## config.mk

```make
export PLATFORM = sky130hd
export DESIGN_NAME = hex_glyph_line_parser
export DESIGN_NICKNAME = d
export VERILOG_FILES = /design/src/sv/hgl_pkg.sv /design/src/sv/hex_glyph_line_parser.sv /design/src/sv/hgl_classify.sv /design/src/sv/hgl_step.sv /design/src/sv/hgl_out_reg.sv
export SDC_FILE = /design/constraint.sdc
export NUM_CORES = 1
export LEC_CHECK = 0
export BUFFER_PORTS_ARGS = -buffer_cell sky130_fd_sc_hd__clkbuf_2
export CAP_MARGIN = 15
export CORE_ASPECT_RATIO = 0.8
export CORE_MARGIN = 2
export CORE_UTILIZATION = 30
export DETAILED_ROUTE_END_ITERATION = 10
export RECOVER_POWER = 25
export REMOVE_ABC_BUFFERS = 1
export SLEW_MARGIN = 5
export SYNTH_ARGS = -nofsm -noshare
export SYNTH_HDL_FRONTEND = slang
export SYNTH_SLANG_ARGS = --single-unit
```

## constraint.sdc

```tcl
create_clock -name clk_i -period 9.2 [get_ports clk_i]
set_input_delay 0.46 -clock clk_i [delete_from_list [all_inputs] [get_ports clk_i]]
set_output_delay 0.46 -clock clk_i [all_outputs]
set_load 0.01 [all_outputs]
```

## src/sv/hgl_pkg.sv

```systemverilog
// ----------------------------------------------------------------------------
// hgl_pkg
// Shared types and constants of the hex glyph line parser.
// ----------------------------------------------------------------------------
package hgl_pkg;

  localparam int unsigned CpW          = 21;
  localparam int unsigned CharW        = 8;
  localparam int unsigned ByteIdxW     = 5;
  localparam int unsigned StatusW      = 2;
  localparam int unsigned GlyphWidthW  = 5;
  localparam int unsigned DefMaxGlyphBytes = 32;

  // Byte counts that make a valid glyph and the pixel widths they imply.
  localparam logic [7:0] BytesNarrow = 8'd16;
  localparam logic [7:0] BytesWide   = 8'd32;
  localparam logic [GlyphWidthW-1:0] PixNarrow = 5'd8;
  localparam logic [GlyphWidthW-1:0] PixWide   = 5'd16;

  // Characters with a meaning of their own.
  localparam logic [CharW-1:0] ChColon   = 8'h3A;
  localparam logic [CharW-1:0] ChNewline = 8'h0A;
  localparam logic [CharW-1:0] ChSpace   = 8'h20;
  localparam logic [CharW-1:0] ChTab     = 8'h09;
  localparam logic [CharW-1:0] ChVtab    = 8'h0B;
  localparam logic [CharW-1:0] ChFormFd  = 8'h0C;
  localparam logic [CharW-1:0] ChCr      = 8'h0D;
  localparam logic [CharW-1:0] ChNul     = 8'h00;

  // Outcome codes.
  localparam logic [StatusW-1:0] StOk      = 2'd0;
  localparam logic [StatusW-1:0] StMissing = 2'd1;
  localparam logic [StatusW-1:0] StFormat  = 2'd2;

  typedef enum logic [1:0] {
    PH_CODE,
    PH_SKIP,
    PH_BITMAP,
    PH_DRAIN
  } phase_e;

  // Classification of one character.
  typedef struct packed {
    logic       is_hex;
    logic [3:0] digit;
    logic       is_colon;
    logic       is_newline;
    logic       is_term;
  } char_class_t;

  // One result item.
  typedef struct packed {
    logic                   has_byte;
    logic [7:0]             byte_value;
    logic [ByteIdxW-1:0]    byte_index;
    logic                   done_res;
    logic [StatusW-1:0]     status;
    logic [GlyphWidthW-1:0] glyph_width;
  } result_t;

endpackage

```

## src/sv/hex_glyph_line_parser.sv

```systemverilog
// ----------------------------------------------------------------------------
// hex_glyph_line_parser
// Scans a hex font text stream for the line of one codepoint and emits its
// bitmap bytes, then a success, missing or format error outcome.
// ----------------------------------------------------------------------------
//
//   Channel  Direction  Handshake               Payload
//   in       sink       in_valid_i/in_stall_o   character_i, end_of_file_i
//   out      source     out_valid_o/out_stall_i has_byte_o, byte_value_o,
//                                               byte_index_o, done_res_o,
//                                               status_o, glyph_width_o
//   cfg      sink       cfg_wr_en_i             cfg_wr_data_i (target codepoint)
//
// One character is taken per cycle unless the input stalls. A transfer on the
// input lands in the input register; the line state machine then processes it
// and any result is written into the output register. The only stage between
// the two registers is the character decode plus one state update, so
// throughput is one character per cycle while the consumer does not stall.
// Reset clears the line state, the target codepoint and both valid flags; no
// clearing pass is needed. A stall on a valid output holds the output register
// and any waiting input character, and the input stall then rises at once.
module hex_glyph_line_parser
  import hgl_pkg::*;
#(
  parameter int unsigned MaxGlyphBytes = DefMaxGlyphBytes
) (
  input  logic                   clk_i,
  input  logic                   rst_ni,
  // Configuration.
  input  logic                   cfg_wr_en_i,
  input  logic [CpW-1:0]         cfg_wr_data_i,
  // Character input.
  input  logic                   in_valid_i,
  output logic                   in_stall_o,
  input  logic [CharW-1:0]       character_i,
  input  logic                   end_of_file_i,
  // Result output.
  output logic                   out_valid_o,
  input  logic                   out_stall_i,
  output logic                   has_byte_o,
  output logic [7:0]             byte_value_o,
  output logic [ByteIdxW-1:0]    byte_index_o,
  output logic                   done_res_o,
  output logic [StatusW-1:0]     status_o,
  output logic [GlyphWidthW-1:0] glyph_width_o
);

  logic [CpW-1:0]   target_q;

  // Input register.
  logic             in_vld_q;
  logic [CharW-1:0] char_q;
  logic             eof_q;

  logic             out_ready;
  logic             adv;
  logic             res_valid;
  char_class_t      cls;
  result_t          res;
  result_t          res_out;

  // The buffered character is processed once the result register can take
  // whatever it produces. Characters that produce no result still advance.
  assign adv        = in_vld_q && out_ready;
  assign in_stall_o = in_vld_q && !out_ready;

  always_ff @(posedge clk_i or negedge rst_ni) begin
    if (!rst_ni) begin
      target_q <= '0;
    end else if (cfg_wr_en_i) begin
      target_q <= cfg_wr_data_i;
    end
  end

  always_ff @(posedge clk_i or negedge rst_ni) begin
    if (!rst_ni) begin
      in_vld_q <= 1'b0;
    end else if (!in_stall_o) begin
      in_vld_q <= in_valid_i;
    end
  end

  // Payload of the input register needs no reset.
  always_ff @(posedge clk_i) begin
    if (!in_stall_o && in_valid_i) begin
      char_q <= character_i;
      eof_q  <= end_of_file_i;
    end
  end

  hgl_classify u_classify (
    .char_i  (char_q),
    .class_o (cls)
  );

  hgl_step #(
    .MaxGlyphBytes (MaxGlyphBytes)
  ) u_step (
    .clk_i       (clk_i),
    .rst_ni      (rst_ni),
    .adv_i       (adv),
    .class_i     (cls),
    .eof_i       (eof_q),
    .target_i    (target_q),
    .res_valid_o (res_valid),
    .res_o       (res)
  );

  hgl_out_reg u_out_reg (
    .clk_i   (clk_i),
    .rst_ni  (rst_ni),
    .load_i  (adv && res_valid),
    .res_i   (res),
    .stall_i (out_stall_i),
    .ready_o (out_ready),
    .valid_o (out_valid_o),
    .res_o   (res_out)
  );

  assign has_byte_o    = res_out.has_byte;
  assign byte_value_o  = res_out.byte_value;
  assign byte_index_o  = res_out.byte_index;
  assign done_res_o    = res_out.done_res;
  assign status_o      = res_out.status;
  assign glyph_width_o = res_out.glyph_width;

endmodule

```

## src/sv/hgl_classify.sv

```systemverilog
// ----------------------------------------------------------------------------
// hgl_classify
// Decodes one font character into hex digit value and character classes.
// ----------------------------------------------------------------------------
module hgl_classify
  import hgl_pkg::*;
(
  input  logic [CharW-1:0] char_i,
  output char_class_t      class_o
);

  logic       is_dec;
  logic       is_upper;
  logic       is_lower;
  logic [7:0] dval;

  always_comb begin
    is_dec   = (char_i >= 8'h30) && (char_i <= 8'h39);
    is_upper = (char_i >= 8'h41) && (char_i <= 8'h46);
    is_lower = (char_i >= 8'h61) && (char_i <= 8'h66);
    if (is_dec) begin
      dval = char_i - 8'h30;
    end else if (is_upper) begin
      dval = char_i - 8'h37;
    end else if (is_lower) begin
      dval = char_i - 8'h57;
    end else begin
      dval = 8'h00;
    end
    class_o.is_hex     = is_dec | is_upper | is_lower;
    class_o.digit      = dval[3:0];
    class_o.is_colon   = (char_i == ChColon);
    class_o.is_newline = (char_i == ChNewline);
    class_o.is_term    = (char_i == ChSpace) || (char_i == ChTab) ||
                         (char_i == ChNewline) || (char_i == ChVtab) ||
                         (char_i == ChFormFd) || (char_i == ChCr) ||
                         (char_i == ChNul);
  end

endmodule

```

## src/sv/hgl_step.sv

```systemverilog
// ----------------------------------------------------------------------------
// hgl_step
// Line parser state machine: holds the per-line state and forms the result
// of each processed character.
// ----------------------------------------------------------------------------
module hgl_step
  import hgl_pkg::*;
#(
  parameter int unsigned MaxGlyphBytes = DefMaxGlyphBytes
) (
  input  logic           clk_i,
  input  logic           rst_ni,
  input  logic           adv_i,
  input  char_class_t    class_i,
  input  logic           eof_i,
  input  logic [CpW-1:0] target_i,
  output logic           res_valid_o,
  output result_t        res_o
);

  localparam int unsigned CntW = $clog2(MaxGlyphBytes + 1);

  phase_e            phase_q, phase_d;
  logic [CpW-1:0]    acc_q, acc_d;
  logic              ovf_q, ovf_d;
  logic [3:0]        hi_q, hi_d;
  logic              pend_q, pend_d;
  logic [CntW-1:0]   cnt_q, cnt_d;

  logic              match;
  logic              full;
  logic [CpW-1:0]    acc_shift;
  logic              ovf_shift;
  logic [7:0]        cnt_ext;
  logic [7:0]        cnt_inc;
  result_t           res;

  // Outcome of a finished bitmap: status in the upper bits, width below.
  function automatic logic [StatusW+GlyphWidthW-1:0] finish(input logic pend,
                                                            input logic [7:0] cnt);
    logic [StatusW+GlyphWidthW-1:0] r;
    begin
      if (pend) begin
        r = {StFormat, 5'd0};
      end else if (cnt == BytesNarrow) begin
        r = {StOk, PixNarrow};
      end else if (cnt == BytesWide) begin
        r = {StOk, PixWide};
      end else begin
        r = {StFormat, 5'd0};
      end
      return r;
    end
  endfunction

  assign match     = !ovf_q && (acc_q == target_i);
  assign full      = (cnt_q >= CntW'(MaxGlyphBytes));
  assign acc_shift = {acc_q[CpW-5:0], class_i.digit};
  assign ovf_shift = ovf_q | (acc_q[CpW-1:CpW-4] != 4'd0);
  assign cnt_ext   = 8'(cnt_q);
  assign cnt_inc   = cnt_ext + 8'd1;

  // Result of the current character.
  always_comb begin
    res = '0;
    case (phase_q)
      PH_CODE: begin
        if (class_i.is_hex) begin
          if (eof_i) begin
            res.done_res = 1'b1;
            res.status   = (!ovf_shift && (acc_shift == target_i)) ? StFormat : StMissing;
          end
        end else if (match) begin
          if (class_i.is_colon) begin
            if (eof_i) begin
              res.done_res = 1'b1;
              {res.status, res.glyph_width} = finish(pend_q, cnt_ext);
            end
          end else begin
            res.done_res = 1'b1;
            res.status   = StFormat;
          end
        end else if (eof_i) begin
          res.done_res = 1'b1;
          res.status   = StMissing;
        end
      end
      PH_SKIP: begin
        if (eof_i) begin
          res.done_res = 1'b1;
          res.status   = StMissing;
        end
      end
      PH_BITMAP: begin
        if (class_i.is_hex) begin
          if (pend_q) begin
            if (full) begin
              res.done_res = 1'b1;
              res.status   = StFormat;
            end else begin
              res.has_byte   = 1'b1;
              res.byte_value = {hi_q, class_i.digit};
              res.byte_index = cnt_ext[ByteIdxW-1:0];
              if (eof_i) begin
                res.done_res = 1'b1;
                {res.status, res.glyph_width} = finish(1'b0, cnt_inc);
              end
            end
          end else if (eof_i) begin
            // A single digit left at the end of the file.
            res.done_res = 1'b1;
            res.status   = StFormat;
          end
        end else if (class_i.is_term) begin
          res.done_res = 1'b1;
          {res.status, res.glyph_width} = finish(pend_q, cnt_ext);
        end else begin
          res.done_res = 1'b1;
          res.status   = StFormat;
        end
      end
      default: begin
      end
    endcase
  end

  // Next line state.
  always_comb begin
    phase_d = phase_q;
    acc_d   = acc_q;
    ovf_d   = ovf_q;
    hi_d    = hi_q;
    pend_d  = pend_q;
    cnt_d   = cnt_q;
    if (eof_i || ((phase_q != PH_DRAIN) && !res.done_res && class_i.is_newline &&
                  ((phase_q == PH_SKIP) || ((phase_q == PH_CODE) && !match)))) begin
      // End of file or end of a skipped line starts a fresh line.
      phase_d = PH_CODE;
      acc_d   = '0;
      ovf_d   = 1'b0;
      hi_d    = '0;
      pend_d  = 1'b0;
      cnt_d   = '0;
    end else if (res.done_res) begin
      phase_d = PH_DRAIN;
    end else begin
      case (phase_q)
        PH_CODE: begin
          if (class_i.is_hex) begin
            acc_d = acc_shift;
            ovf_d = ovf_shift;
          end else if (match) begin
            phase_d = PH_BITMAP;
          end else begin
            phase_d = PH_SKIP;
          end
        end
        PH_BITMAP: begin
          if (pend_q) begin
            cnt_d  = cnt_q + CntW'(1);
            pend_d = 1'b0;
          end else begin
            hi_d   = class_i.digit;
            pend_d = 1'b1;
          end
        end
        default: begin
        end
      endcase
    end
  end

  always_ff @(posedge clk_i or negedge rst_ni) begin
    if (!rst_ni) begin
      phase_q <= PH_CODE;
      acc_q   <= '0;
      ovf_q   <= 1'b0;
      hi_q    <= '0;
      pend_q  <= 1'b0;
      cnt_q   <= '0;
    end else if (adv_i) begin
      phase_q <= phase_d;
      acc_q   <= acc_d;
      ovf_q   <= ovf_d;
      hi_q    <= hi_d;
      pend_q  <= pend_d;
      cnt_q   <= cnt_d;
    end
  end

  assign res_valid_o = res.has_byte | res.done_res;
  assign res_o       = res;

endmodule

```

## src/sv/hgl_out_reg.sv

```systemverilog
// ----------------------------------------------------------------------------
// hgl_out_reg
// Result register with valid/stall handshake toward the consumer.
// ----------------------------------------------------------------------------
module hgl_out_reg
  import hgl_pkg::*;
(
  input  logic    clk_i,
  input  logic    rst_ni,
  input  logic    load_i,
  input  result_t res_i,
  input  logic    stall_i,
  output logic    ready_o,
  output logic    valid_o,
  output result_t res_o
);

  logic    valid_q;
  result_t res_q;

  assign ready_o = !valid_q || !stall_i;

  always_ff @(posedge clk_i or negedge rst_ni) begin
    if (!rst_ni) begin
      valid_q <= 1'b0;
    end else if (ready_o) begin
      valid_q <= load_i;
    end
  end

  always_ff @(posedge clk_i) begin
    if (ready_o && load_i) begin
      res_q <= res_i;
    end
  end

  assign valid_o = valid_q;
  assign res_o   = res_q;

endmodule
```

==> impl_metrics.json <==
{
  "status": "complete, but fails checks",
  "violations": "capacitance limit, slew limit",
  "grt_use_met1": 0.190,
  "critPathBufInv": 0,
  "yosys-top-cells-area": "dfrtp_1 (33%), edfxtp_1 (19%), xor2_1 (6.2%), mux2_2 (5.4%), a22o_1 (4.4%)",
  "layout_setup_ws_ns": 6.12,
  "drc": 0,
  "timing.rr.end": "u_step.acc_q[20]",
  "via_count": 3092,
  "r2r-start": "u_step.acc_q[7]",
  "post_cts_resized": 0,
  "yosys_register_bits": 86,
  "cpMaxStageDelayCell": "and2_1",
  "finalMaxSlewViolations": 59,
  "synth_ff_type": "dfrtp_1",
  "setup_tns_ns": 0,
  "clk_pin_slew_worst_paths_ns": 0.06,
  "reg2reg_slack_ns": 6.12,
  "crit_arrival_ns": 3.34,
  "hold_class": "in -> reg",
  "cts_hold_buf": 0,
  "clk_latency_ns": 0.34,
  "stdcell_count": 621,
  "hold_path_startpoint": "character_i[2]",
  "synth.yosys.seq_area_share": 0.523,
  "setup_viol": 0,
  "finalCriticalPeriod_ns": 3.08,
  "hold_viol": 0,
  "cp_cell_sequence": "xor2_1 > nor4_1 > and4_1 > a31oi_2 > nor2_1 > and2_1 > a22o_1",
  "grt_most_used_layer": "met1",
  "antenna_cells": 0,
  "grt-ovfl-total": 0,
  "synth-edff-count": 28,
  "tightest_slew_ns": 3.13,
  "clock_sinks": 86,
  "coreArea_um2": 14300,
  "rsz0062_at_grt": "false",
  "syn_area_um2": 4390,
  "routabilityCongestion": 0.856,
  "synth_cell_types": 57,
  "portBuffers": 55,
  "power.internal_uw": 738,
  "p_clk_frac": 0.348,
  "grt_usage": 0.128,
  "synth-warning-count": 0,
  "cts.htree.levels": 3,
  "final_antenna_net_count": 0,
  "drt_iter0_markers": 226,
  "min_period_over_period": 0.334,
  "dr.pass1.iters": 4,
  "cts_inserted_buffers": 9,
  "grt_pass1_wl_um": 16000,
  "nets": 474,
  "setup.worst_path.start_class": "flop",
  "path_max_fanout": 19,
  "crit_required_ns": 9.47,
  "finalClockSkew_ns": 0.00644,
  "place_ws_ns": 5.92,
  "p_leak_uw": 0.00216,
  "hold_path_depth": 1,
  "layout_common_cells": "dfrtp_1 (58), clkbuf_2 (56), xor2_1 (31), edfxtp_1 (28), a22o_1 (22)",
  "switching_power_uw": 294,
  "wl_per_cell_um": 15.7,
  "syn_inst": 379,
  "clock-root-buffer": "clkbuf_16",
  "grtUsageMet2": 0.184,
  "start_util": 0.307,
  "rows": 39,
  "max-slew-margin-rel": -1.08,
  "vias_per_cell": 4.98,
  "finalWirelength_um": 9740,
  "async_flop_share": 0.674,
  "grt_pass1_vias": 3078,
  "nFillCells": 1420,
  "clock_path_buffers": 2,
  "synth_top_area_frac": 0.331,
  "powerDensity_nw_per_um2": 202,
  "dp.cells": 604,
  "cts_tree": "done",
  "power_switching_share": 0.285,
  "path_class": "reg -> reg",
  "comb_power_share": 0.178,
  "syn_area_per_cell_um2": 11.6,
  "critPathTopFamily": "simple AND/OR/NAND/NOR gates",
  "max_cap_viol_count": 1,
  "max_freq_ghz": 0.325,
  "die-area_um2": 15600,
  "die_x_um": 139,
  "final_common_cell": "dfrtp_1",
  "max-vdd-ir-drop_v": 0.000126,
  "hold_end": "char_q[2]",
  "post-cts-setup-buffer-count": 0,
  "antenna_found_initial": 0,
  "r2r_cells": 7,
  "pwr-share-seq": 0.474,
  "netlist.top_cell.by_area": "dfrtp_1",
  "num_io_pins": 59,
  "crit_path_end_kind": "flop",
  "die_h_um": 112,
  "drive_above_1_share": 0.238,
  "slowest_delay_ns": 0.69,
  "area_growth_pct": 16.7,
  "grtUsageMet3": 0.0367,
  "grt_max_degree": 59,
  "dpl.hpwl_um": 7070
}
==> final cells by class <==
class | count | area [um^2] | share of cell area
flip-flops and latches | 86 | 2290 | 0.448
multi-input cells | 267 | 1970 | 0.385
repair buffers | 58 | 292 | 0.0570
clock buffers | 13 | 250 | 0.0489
well taps | 184 | 230 | 0.0450
clock inverters | 3 | 42.5 | 0.00831
inverters | 10 | 37.5 | 0.00734
==> flip-flops by register name, summed over array words and instances, names as in the netlist <==
name / flops
u_out_reg.valid_o: 1
target_q: 21
eof_q: 1
u_step.cnt_q: 6
u_step.acc_q: 21
u_out_reg.res_o: 19
in_vld_q: 1
char_q: 8
u_step.ovf_q: 1
u_step.pend_q: 1
u_step.hi_q: 4
u_step.phase_q: 2
==> cell families (layout without fill, tap and decap cells) <==
kind of cell | count (synthesis) | in the layout | synth area share
flip-flops | 86 | 86 | 0.523
AND/OR/NAND/NOR | 110 | 110 | 0.142
buffers and inverters | 28 | 84 | 0.0302
adder cells (fa/ha/maj) | 7 | 7 | 0.0200
XOR/XNOR | 43 | 43 | 0.0859
other | 1 | 3 | 0.000855
AO/OA/AOI/OAI | 80 | 80 | 0.137
multiplexers | 24 | 24 | 0.0608
==> cells in the mapped netlist (all sizes together) (3+ instances only) <==
master and count:
xor2 31, or4 3, a22o 22, a31oi 4, o31ai 7, mux2i 3
buf 10, edfxtp 28, inv 10, nand3 12, nand2b 3, nor4 13
clkbuf 8, o21ai 19, ha 7, a21oi 13, nor4b 3, or3 4
and2 14, nor3 5, dfrtp 58, nand2 17, nor2b 5, nor2 21
mux2 21, xnor2 12, nand4 4
==> worst reg2reg max path, cell delays in order (launching register included) <==
cell     delay, ns
dfrtp_1       0.43
xor2_1        0.18
nor4_1        0.43
and4_1        0.38
a31oi_2       0.32
nor2_1        0.34
and2_1        0.69
a22o_1        0.25
==> through the flow <==
step	hold WS (ns)	total power, uW	cell area (um^2)	util
final	0.300	1030	5120	0.358
after global routing	0.285	1080	5120	0.358
after CTS	0.294	1040	5110	0.358
after detailed placement	0.470	679	4820	0.337
after global placement	0.480	675	4820	0.337
after floorplan	0.164	604	4300	-
==> per-layer routing <==
layer	up-vias	wire, um
met5	-	0
met2	72	4010
met3	5	468
met1	1530	5180
met4	0	81
li1	1485	-
==> power by group through the flow <==
stage	Sequential, uW	Combinational [uW]	Clock, uW
2_1_floorplan	494	110	0
3_3_place_gp	494	181	0
3_5_place_dp	496	183	0
4_1_cts	488	184	368
5_1_grt	494	203	383
6_report	489	183	359
==> how the worst max path moves through the flow <==
stage,startpoint,end,slack [ns],cells after the start
after CTS,char_q[0],u_out_reg.res_o[15],5.93,9
after floorplan,char_q[0],u_out_reg.res_o[10],5.93,8
after global routing,rst_ni,in_vld_q,5.48,2
after global placement,char_q[0],u_out_reg.res_o[10],6.15,9
after detailed placement,char_q[0],u_out_reg.res_o[11],5.92,9
final,u_step.acc_q[7],u_step.acc_q[20],6.12,7
No activity file was read; power rests on OpenSTA's default activity.
